File: src/design/erh_pkg.sv
// Package with the constants, types and helpers of the expert routing histogram.
package erh_pkg;

	localparam int MAX_EXPERTS = 64;
	localparam int COUNT_BITS = 32;
	localparam int IDX_W = $clog2(MAX_EXPERTS);
	localparam int N_W = $clog2(MAX_EXPERTS + 1);
	localparam int CFG_W = 7;
	localparam int TOL_W = 16;
	localparam int EIDX_W = 16;
	localparam int OUT_W = 32;
	localparam int A_W = COUNT_BITS + N_W;
	localparam int P_W = A_W + TOL_W;
	localparam logic [CFG_W-1:0] EXPERTS_RESET = 7'd64;

	typedef logic [COUNT_BITS-1:0] cnt_t;

	typedef enum logic [1:0] {
		REQ_RECORD  = 2'd0,
		REQ_READ    = 2'd1,
		REQ_BALANCE = 2'd2,
		REQ_CLEAR   = 2'd3
	} req_t;

	typedef enum logic [2:0] {
		ST_IDLE,
		ST_ACC,
		ST_RHS,
		ST_BMUL,
		ST_BCMP
	} state_t;

	function automatic cnt_t sat_inc(input cnt_t v);
		sat_inc = (v == '1) ? v : v + cnt_t'(1);
	endfunction

endpackage

File: src/design/expert_routing_histogram.sv
// Top level of the expert routing histogram with its balance check sequencer.
//
// One item is taken when start is high and busy is low, and its result appears in the cycle
// after the item completes, for one cycle, marked by done; the receiver cannot stall it.
// A clear item completes in the cycle it is taken. Record and read items wait for the
// registered read of the counter memory, which has one read port and one write port. A
// balance item ends at the first expert outside the tolerance or after the last of the N
// experts in use, or right after the read when the total or N is zero: the shared multiplier forms
// the right-hand side in two passes, then each expert costs one memory read with one
// multiply and one compare. The store starts cleared through per-entry valid bits, so
// there is no clearing pass after reset.
module expert_routing_histogram
	import erh_pkg::*;
(
	input  logic                    clk,
	input  logic                    arst_n,
	input  logic                    start,
	output logic                    busy,
	input  logic [1:0]              req_type,
	input  logic signed [EIDX_W-1:0] expert_index,
	input  logic [TOL_W-1:0]        tolerance_q,
	input  logic                    cfg_we,
	input  logic [CFG_W-1:0]        cfg_wdata,
	output logic                    done,
	output logic [OUT_W-1:0]        count_value,
	output logic [OUT_W-1:0]        total_value,
	output logic                    index_in_range,
	output logic                    balanced
);

	state_t state_q, state_d;

	logic [CFG_W-1:0] experts_q;
	cnt_t total_q, total_d;
	logic total_ld;

	req_t req_q;
	logic [TOL_W-1:0] tol_q;
	logic [IDX_W-1:0] idx_q;
	logic inr_q;
	logic [N_W-1:0] n_q;
	logic [IDX_W-1:0] e_q, e_d;
	logic e_ld;
	cnt_t cnt_q;
	logic [A_W-1:0] prod_q;
	logic [P_W-1:0] rhs_q;
	logic [A_W-1:0] scaled_q;

	logic done_q;
	logic [OUT_W-1:0] count_out_q, total_out_q;
	logic inr_out_q, bal_out_q;

	cnt_t mem_q [MAX_EXPERTS];
	logic [MAX_EXPERTS-1:0] valid_q;
	cnt_t mem_rd_q;
	logic valid_rd_q;
	logic mem_we, valid_clr;
	logic [IDX_W-1:0] mem_ra;
	cnt_t cur, cur_inc;

	logic [N_W-1:0] n_now;
	logic inr_now;
	req_t req_now;

	logic [A_W-1:0] mul_a;
	logic [TOL_W-1:0] mul_b;
	logic [P_W-1:0] mul_p;

	logic [A_W-1:0] tot_ext, diff;
	logic [P_W-1:0] lhs;

	logic cap, ld_cnt, ld_prod, ld_rhs, ld_scaled;
	logic out_ld, out_bal, out_inr;
	cnt_t out_cnt;

	assign n_now = (16'(experts_q) > 16'(MAX_EXPERTS)) ? N_W'(MAX_EXPERTS) : N_W'(experts_q);
	assign inr_now = !expert_index[EIDX_W-1] && ($unsigned(expert_index) < 16'(n_now));
	assign req_now = req_t'(req_type);

	assign cur = valid_rd_q ? mem_rd_q : '0;
	assign cur_inc = sat_inc(cur);

	assign mul_p = P_W'(mul_a) * P_W'(mul_b);

	assign tot_ext = A_W'(total_q);
	assign diff = (scaled_q > tot_ext) ? scaled_q - tot_ext : tot_ext - scaled_q;
	assign lhs = {diff, {TOL_W{1'b0}}};

	always_ff @(posedge clk or negedge arst_n) begin
		if (!arst_n) begin
			state_q <= ST_IDLE;
		end else begin
			state_q <= state_d;
		end
	end

	always_comb begin
		state_d = state_q;
		out_ld = 1'b0;
		out_cnt = '0;
		out_bal = 1'b0;
		out_inr = inr_q;
		mem_we = 1'b0;
		mem_ra = idx_q;
		valid_clr = 1'b0;
		total_ld = 1'b0;
		total_d = sat_inc(total_q);
		cap = 1'b0;
		mul_a = tot_ext;
		mul_b = TOL_W'(n_q);
		ld_cnt = 1'b0;
		ld_prod = 1'b0;
		ld_rhs = 1'b0;
		ld_scaled = 1'b0;
		e_ld = 1'b0;
		e_d = '0;
		case (state_q)
			ST_IDLE: begin
				mem_ra = expert_index[IDX_W-1:0];
				if (start) begin
					cap = 1'b1;
					if (req_now == REQ_CLEAR) begin
						valid_clr = 1'b1;
						total_ld = 1'b1;
						total_d = '0;
						out_ld = 1'b1;
						out_inr = inr_now;
					end else begin
						state_d = ST_ACC;
					end
				end
			end
			ST_ACC: begin
				case (req_q)
					REQ_RECORD: begin
						mem_we = inr_q;
						total_ld = 1'b1;
						out_ld = 1'b1;
						out_cnt = inr_q ? cur_inc : '0;
						state_d = ST_IDLE;
					end
					REQ_BALANCE: begin
						ld_cnt = 1'b1;
						if (n_q == '0 || total_q == '0) begin
							out_ld = 1'b1;
							out_bal = 1'b1;
							out_cnt = inr_q ? cur : '0;
							state_d = ST_IDLE;
						end else begin
							ld_prod = 1'b1;
							state_d = ST_RHS;
						end
					end
					default: begin
						out_ld = 1'b1;
						out_cnt = inr_q ? cur : '0;
						state_d = ST_IDLE;
					end
				endcase
			end
			ST_RHS: begin
				mul_a = prod_q;
				mul_b = tol_q;
				ld_rhs = 1'b1;
				mem_ra = '0;
				e_ld = 1'b1;
				e_d = '0;
				state_d = ST_BMUL;
			end
			ST_BMUL: begin
				mul_a = A_W'(cur);
				mul_b = TOL_W'(n_q);
				ld_scaled = 1'b1;
				state_d = ST_BCMP;
			end
			ST_BCMP: begin
				mem_ra = e_q + IDX_W'(1);
				out_cnt = inr_q ? cnt_q : '0;
				if (lhs > rhs_q) begin
					out_ld = 1'b1;
					out_bal = 1'b0;
					state_d = ST_IDLE;
				end else if (N_W'(e_q) + N_W'(1) == n_q) begin
					out_ld = 1'b1;
					out_bal = 1'b1;
					state_d = ST_IDLE;
				end else begin
					e_ld = 1'b1;
					e_d = e_q + IDX_W'(1);
					state_d = ST_BMUL;
				end
			end
			default: begin
				state_d = ST_IDLE;
			end
		endcase
	end

	always_ff @(posedge clk or negedge arst_n) begin
		if (!arst_n) begin
			experts_q <= EXPERTS_RESET;
			total_q <= '0;
			valid_q <= '0;
			done_q <= 1'b0;
		end else begin
			if (cfg_we) begin
				experts_q <= cfg_wdata;
			end
			if (total_ld) begin
				total_q <= total_d;
			end
			if (valid_clr) begin
				valid_q <= '0;
			end else if (mem_we) begin
				valid_q[idx_q] <= 1'b1;
			end
			done_q <= out_ld;
		end
	end

	always_ff @(posedge clk) begin
		if (mem_we) begin
			mem_q[idx_q] <= cur_inc;
		end
		mem_rd_q <= mem_q[mem_ra];
		valid_rd_q <= valid_q[mem_ra];
	end

	always_ff @(posedge clk) begin
		if (cap) begin
			req_q <= req_now;
			tol_q <= tolerance_q;
			idx_q <= expert_index[IDX_W-1:0];
			inr_q <= inr_now;
			n_q <= n_now;
		end
		if (ld_cnt) begin
			cnt_q <= cur;
		end
		if (ld_prod) begin
			prod_q <= mul_p[A_W-1:0];
		end
		if (ld_rhs) begin
			rhs_q <= mul_p;
		end
		if (ld_scaled) begin
			scaled_q <= mul_p[A_W-1:0];
		end
		if (e_ld) begin
			e_q <= e_d;
		end
		if (out_ld) begin
			count_out_q <= OUT_W'(out_cnt);
			total_out_q <= OUT_W'(total_ld ? total_d : total_q);
			inr_out_q <= out_inr;
			bal_out_q <= out_bal;
		end
	end

	assign busy = (state_q != ST_IDLE);
	assign done = done_q;
	assign count_value = count_out_q;
	assign total_value = total_out_q;
	assign index_in_range = inr_out_q;
	assign balanced = bal_out_q;

	a_done_follows_item: assert property (@(posedge clk) disable iff (!arst_n)
		done |-> ($past(start && !busy) || $past(busy)))
		else $error("result strobe without an item in progress");

	a_busy_after_accept: assert property (@(posedge clk) disable iff (!arst_n)
		(start && !busy && req_type != 2'(REQ_CLEAR)) |=> busy)
		else $error("sequencer did not start on an accepted item");

	a_out_of_range_zero: assert property (@(posedge clk) disable iff (!arst_n)
		(done && !index_in_range) |-> (count_value == '0))
		else $error("count reported for an out-of-range index");

	a_no_result_while_idle: assert property (@(posedge clk) disable iff (!arst_n)
		(!busy && !(start && req_type == 2'(REQ_CLEAR))) |=> !(done && !$past(busy)))
		else $error("result strobe from an idle block");

endmodule

File: config.mk
export PLATFORM = sky130hd
export DESIGN_NAME = expert_routing_histogram
export DESIGN_NICKNAME = d
export VERILOG_FILES = /design/src/design/erh_pkg.sv /design/src/design/expert_routing_histogram.sv
export SDC_FILE = /design/constraint.sdc
export NUM_CORES = 2
export LEC_CHECK = 0
export BUFFER_PORTS_ARGS = -buffer_cell sky130_fd_sc_hd__buf_2
export CAP_MARGIN = 20
export CORE_ASPECT_RATIO = 0.75
export CORE_MARGIN = 2
export CORE_UTILIZATION = 59
export DETAILED_ROUTE_END_ITERATION = 16
export HOLD_SLACK_MARGIN = 0.06
export PLACE_DENSITY_LB_ADDON = 0.12
export SLEW_MARGIN = 15
export SYNTH_ARGS = -nofsm -noshare
export SYNTH_HDL_FRONTEND = slang
export SYNTH_SLANG_ARGS = --single-unit
File: constraint.sdc
create_clock -name clk -period 12.6 [get_ports clk]
set_input_delay 1.89 -clock clk [delete_from_list [all_inputs] [get_ports clk]]
set_output_delay 1.89 -clock clk [all_outputs]
set_load 0.02 [all_outputs]
# Word level (Yosys, flattened, before mapping)
# Memory sizes are Yosys's and may differ from the RTL's. A register that Yosys moved wholly into a read port is not among the register bits.
# Index checks and enable logic that the tools add are counted.
[word_totals] regBits=377 mem_bits_rw=2048 in_bits=45 output_inout_bits=68 wordCells=123 memories=1
[memory_table] memory="mem_q" depth=64 width=32 read_ports=1 rd_clocked_by_memory_dff=1 write_ports=1 line_no="expert_routing_histogram.sv:53" text="cnt_t mem_q [MAX_EXPERTS];"
[op_classes] addsub=6 n_mul=1 order_cmp=7 eq_ne=11 muxes=63 bitwise_logic=2 reduce_logical=12
[ops] cell="two-way mux 32 bit" count=11
[ops] cell="two-way mux 64 bit" count=2
[ops] cell="one-hot mux 32 bit (2 select lines)" count=2
[ops] cell="one-hot mux 39 bit (2 select lines)" count=1
[ops] cell="adder 32 x 1 -> 32 bit (second input constant)" count=2
[ops] cell="equality test 32 bit (second input constant)" count=2
[ops] cell="OR 64 bit" count=1
[ops] cell="> comparator 55 bit" count=1
[ops] cell="multiplier 39 x 16 -> 55 bit" count=1
[ops] cell="> comparator 39 x 32 -> 1 bit" count=1
[ops] cell="two-way mux 39 bit" count=1
[ops] cell="subtractor 32 x 39 -> 39 bit" count=1
[ops] cell="subtractor 39 x 32 -> 39 bit" count=1
[ops] cell="logical NOT 32 bit" count=1
[ops] cell="two-way mux 1 bit" count=30
[ops] cell="one-hot mux 6 bit (3 select lines)" count=1
[ops] cell="< comparator 16 x 7 -> 1 bit" count=1
[ops] cell="two-way mux 16 bit" count=1
[ops] cell="one-hot mux 3 bit (5 select lines)" count=1
[ops] cell="< comparator 6 x 7 -> 1 bit (second input constant)" count=2
[ops] cell="two-way mux 2 bit" count=4
[ops] cell="adder 6 x 1 -> 7 bit (second input constant)" count=1
[ops] cell="equality test 7 bit" count=1
[ops] cell="> comparator 7 bit (second input constant)" count=1
[ops] cell="other kinds (24)" count=31

# Longest topological paths before layout
[logic_depth] word_depth=7 ltp_mapped=32 mapped_depth_nobuf=28

# Worst setup path before layout
# OpenSTA, ideal clock, no wires.
[synth_path] path_kind="register -> register" from="reg total_q[7]" to="reg done_q, in the netlist done" setup_time_ps=614 t_arrival_ps=8821 required_ps=11986 setup_slack_ps=3165 stages_incl_launch_ff=24 n_path_buf=2 synth_period_minus_slack_ps=9435 cell_sequence="dfrtp_1 > inv_1 > ha_1 > clkbuf_1 > nand4_1 > a21oi_1 > o21ai_0 > a2111oi_1 > o21ai_0 > a21boi_2 > buf_2 > mux2i_1 > a21oi_1 > xnor2_1 > ha_1 > a21o_1 > a21o_1 > a21o_1 > a21oi_1 > o211ai_1 > a21o_1 > a21o_1 > a21boi_0 > o21ai_0"
[synth_between] elab_chain_cells=5 word_cells_on_any_way=11 cone_classes="2 x add/sub; 2 x order compare; 5 x mux; 2 x reduce/logical"
[synth_rtl] element="from (decl)" line_no="expert_routing_histogram.sv:34" text="cnt_t total_q, total_d;"
[synth_rtl] element="from (signal assigned)" line_no="expert_routing_histogram.sv:210" text="total_q <= total_d;"
[synth_rtl] element="subtractor 32 x 39 -> 39 bit, or another cell as far along" line_no="expert_routing_histogram.sv:86" text="assign diff = (scaled_q > tot_ext) ? scaled_q - tot_ext : tot_ext - scaled_q;"
[synth_rtl] element="two-way mux 39 bit / logical OR 1 bit (equally long branches)" line_no="expert_routing_histogram.sv:86, expert_routing_histogram.sv:144"
[synth_rtl] element="> comparator 55 bit / two-way mux 1 bit (equally long branches)" line_no="expert_routing_histogram.sv:179, expert_routing_histogram.sv:144"
[synth_rtl] element="two-way mux 1 bit, on equally long branches" line_no="expert_routing_histogram.sv:179, expert_routing_histogram.sv:134"
[synth_rtl] element="one-hot mux 1 bit (3 select lines) (*)" line_no="expert_routing_histogram.sv:117" text="case (state_q)"
[synth_rtl] element="net out_ld" line_no="expert_routing_histogram.sv:73" text="logic out_ld, out_bal, out_inr;"
[synth_rtl] element="to (signal assigned)" line_no="expert_routing_histogram.sv:217" text="done_q <= out_ld;"
[synth_rtl] element="to (decl)" line_no="expert_routing_histogram.sv:49" text="logic done_q;"
# Mark *: on every way through the listed nets, which the timed path passes. The rest lies on a longest branch.
# A chain may end at the register's enable or synchronous reset.

# Worst setup path in the final report
[layout_path] from="reg state_q[2]" to="reg rhs_q[49] (data pin)"
[layout_between] elab_chain_cells=3 word_cells_on_any_way=5 cone_classes="1 x mul; 2 x eq/ne; 2 x mux"
[layout_rtl] element="from (decl)" line_no="expert_routing_histogram.sv:31" text="state_t state_q, state_d;"
[layout_rtl] element="from (signal assigned)" line_no="expert_routing_histogram.sv:93" text="state_q <= state_d;"
[layout_rtl] element="equality test 3 x 2 -> 1 bit" line_no="expert_routing_histogram.sv:117"
[layout_rtl] element="one-hot mux 39 bit (2 select lines) / two-way mux 16 bit (equally long branches)" line_no="expert_routing_histogram.sv:117"
[layout_rtl] element="multiplier 39 x 16 -> 55 bit (*)" line_no="expert_routing_histogram.sv:83" text="assign mul_p = P_W'(mul_a) * P_W'(mul_b);"
[layout_rtl] element="net mul_p[49]" line_no="expert_routing_histogram.sv:67" text="logic [P_W-1:0] mul_p;"
[layout_rtl] element="to (signal assigned)" line_no="expert_routing_histogram.sv:244" text="rhs_q <= mul_p;"
[layout_rtl] element="to (decl)" line_no="expert_routing_histogram.sv:46" text="logic [P_W-1:0] rhs_q;"
# Marked as above.

==> results.yml <==
status:
  status: "complete, no violations"
cts:
  clockRootBuffer: "clkbuf_16"
  cts.sinks: 2457
  cts_tree: "yes"
  clk_pin_slew_ns: 0.06
  numCtsBuffers: 232
  cts_htree_levels: 4
  clkLatencyLatePin_ns: 0.92
  cts_setup_buffers: 0
  clock_path_buffers: 4
  postCtsHoldBufs: 0
  postCtsResizedCells: 0
timing:
  setup_ws_ns: 2.346
  slew_headroom_pct: 22.35
  whs_ns: 0.5014
  skew_ns: 0.1297
  fmax_mhz: 97.53
  fin_crit_sh_pct: 81.38
  fin_setup_tns_ns: 0
  post-route-min-period_ns: 10.25
  drv_slew: 0
  rsz0062_at_grt: "false"
  worstMarginPinSlew_ns: 1.165
  setup_violations: 0
  hold_viol: 0
yosys:
  synthFlopType: "edfxtp_1"
  syn_nets: 11370
  synth_top_area_share_pct: 57.11
  synth.avg_cell_area_sq_um: 11.53
  ys_async_sr_fraction_pct: 4.355
  synth-xor-area-share_pct: 1.085
  synthMuxAreaShare_pct: 0.5515
  synth-seq-area-share_pct: 59.85
  yosys.area.top_type: "edfxtp_1"
  synthAdderAreaFrac_pct: 10.98
  synth_compound_area_share_pct: 7.713
  synth_top_family_by_area: "simple AND/OR/NAND/NOR gates"
  synth.area.top_cells: "edfxtp_1 (57%), fa_1 (8.5%), nand2_1 (8.4%), a311oi_1 (2.9%), ha_1 (2.5%)"
  synth-simple-area-share_pct: 15.43
  synth_edf_count: 2317
  ys_types: 82
  netlist_area_sq_mm: 0.1218
  synth-seq-cells: 2457
  ys_warn_count: 0
  postSynthCellCount: 10570
detailed_routing:
  viasPerCell: 6.444
  vias: 86410
  drt-total-wl_um: 390300
  first_pass_iters: 6
  drc: 0
  avgRoutedWirePerCell_um: 29.11
  first_iter_violations: 12170
  antenna_left: 0
floorplanning:
  start_util_pct: 59.32
  die_area_sq_mm: 0.2102
  die_h_um: 397.5
  rows: 144
  dieWidth_um: 528.7
  io_pins: 113
  fp.coreArea_sq_mm: 0.2054
pwr:
  power.density_mw_per_mm2: 265.9
  p_leak_nw: 50.61
  ir_drop_uv: 261.5
placement:
  io_buffer_count: 112
  place_congestion: 1.019
  dp_hpwl_um: 245200
  pre_cts_ws_ns: 2.465
grt:
  grt_pass1_wl_um: 566800
  grt_max_degree: 185
  grt_pass1_vias: 82610
  grt.total_usage_pct: 37.07
  antenna_found_initial: 26
  grt_overflow: 0
critical_path:
  startpoint_type: "flip-flop"
  cpMostUsedCell: "fa_1"
  cp-startpoint: "state_q[2]"
  cp.arrival_ns: 10.82
  critPathMaxFanout: 56
  setup.worst_path.end_class: "flip-flop"
  worstPathRequired_ns: 13.17
  cpMaxStageDelayCell: "a2111oi_0"
  crit_type: "flip-flop to flip-flop"
  r2r_slack_ns: 2.35
  r2r_cells: 25
  critPathMaxStageDelay_ns: 0.82
  r2r-start: "state_q[2]"
  reg2reg_to: "rhs_q[49]"
min_path:
  hp-start: "valid_q[62]"
  hp-class: "flip-flop to flip-flop"
  min_to: "valid_q[62]"
  min_path_cells: 2
cells_and_area:
  fin_nets: 11320
  syn_to_final_growth_pct: 9.627
  final-seq-area_sq_mm: 0.07292
  drive_gt1_share_pct: 7.917
  multi_input_area_sq_mm: 0.04449
  final_util_pct: 65.03
  fill_cells: 15500
flow_run:
  drv_cap: 0
area by class of cell:
type / instances / area share (%)
multi-input combinational: 6693 / 33.31
clock inverter: 115 / 0.7391
antenna: 9 / 0.01686
tap: 2701 / 2.530
inverter: 761 / 2.140
timing repair buffer: 367 / 2.029
sequential: 2457 / 54.59
clock buffer: 305 / 4.643
sequential cells by signal (all words and copies together), names as in the netlist, 2 cells and up:
signal and flops:
cnt_q 32, count_value 32, e_q 6, experts_q 7, idx_q 6, mem_q 2048, mem_rd_q 32, n_q 7
prod_q 39, req_q 2, rhs_q 55, scaled_q 39, state_q 3, tol_q 16, total_q 32, total_value 32
valid_q 64
worst max path at each step:
stage / end / slack (ns) / depth (start not counted)
2_1_floorplan: done / 3.16 / 23
3_3_place_gp: rhs_q[49] / 2.52 / 25
3_5_place_dp: rhs_q[49] / 2.46 / 25
4_1_cts: rhs_q[49] / 2.44 / 25
5_1_grt: rhs_q[49] / 1.80 / 25
6_report: rhs_q[49] / 2.35 / 25
power breakdown:
group          switching (mW)  leakage (nW)  internal, mW
registers               0.422          22.9          11.0
logic                    12.8          24.2          4.47
clock network            3.03          3.51          3.74
cells by family after synthesis:
family                   Yosys count
buffers and inverters           1417
multiplexers                      65
AND/OR/NAND/NOR                 4392
AO/OA/AOI/OAI                   1327
XOR/XNOR                         151
flip-flops                      2457
adder cells (fa/ha/maj)          758
cells in the final DEF (no fill, tap or decap), types with 47 or more instances in the layout:
master	n
a21o_1	76
clkbuf_1	62
edfxtp_1	2317
nor2_1	408
and2_1	81
nand4_1	51
dfrtp_1	105
buf_2	111
inv_1	760
a21oi_1	287
a311oi_1	400
nand2_1	2725
a211oi_1	112
and3_1	312
buf_4	235
nor2_4	65
a31oi_1	151
fa_1	518
ha_1	240
mux2i_1	47
nand3_1	596
xnor2_1	93
o21ai_0	92
clkbuf_16	233
metal layers:
layer  GRT usage [%]  wire length [um]
met2           53.75            167800
met1           54.05            155900
met4           15.80             19280
met3           8.630             47170
met5               0               130
cells in the mapped netlist, types with 10 or more instances:
cell / number
nand2_1: 2725
edfxtp_1: 2317
inv_1: 761
nand3_1: 596
clkbuf_1: 562
fa_1: 518
nor2_1: 473
a311oi_1: 400
and3_1: 312
a21oi_1: 292
ha_1: 240
a31oi_1: 151
a211oi_1: 112
xnor2_1: 111
dfrtp_1: 106
o21ai_0: 95
and2_1: 85
a21o_1: 76
buf_1: 70
nand4_1: 51
mux2i_1: 48
xor2_1: 40
dfxtp_1: 33
o21a_1: 32
o21ai_1: 29
nor3_1: 28
nor4_1: 26
buf_2: 23
nand2b_1: 21
mux2_2: 17
nor2b_1: 17
o21bai_1: 17
a221o_1: 15
o211ai_1: 15
and4_1: 12
o31ai_1: 10
through the flow:
step                      instances  total power, mW  area [sq um]
final                         13410            35.51        133600
after global routing          13400            37.02        133500
after CTS                     13400            35.15        133500
after detailed placement      12980            28.42        126300
after global placement        12980            28.23        126300
after floorplan               10570            21.27        121800
critical path: cells and delay by family, from the launching register on:
family | cells | cell delay, ns
AOI/OAI and AO/OA | 7 | 2.44
xor gates and xnor gates | 1 | 0.16
adders and majority gates | 7 | 3.50
buffers and inverters | 5 | 1.18
DFF | 1 | 0.64
and+or+nand+nor | 5 | 2.02
Power figures use the tool's default switching activity.
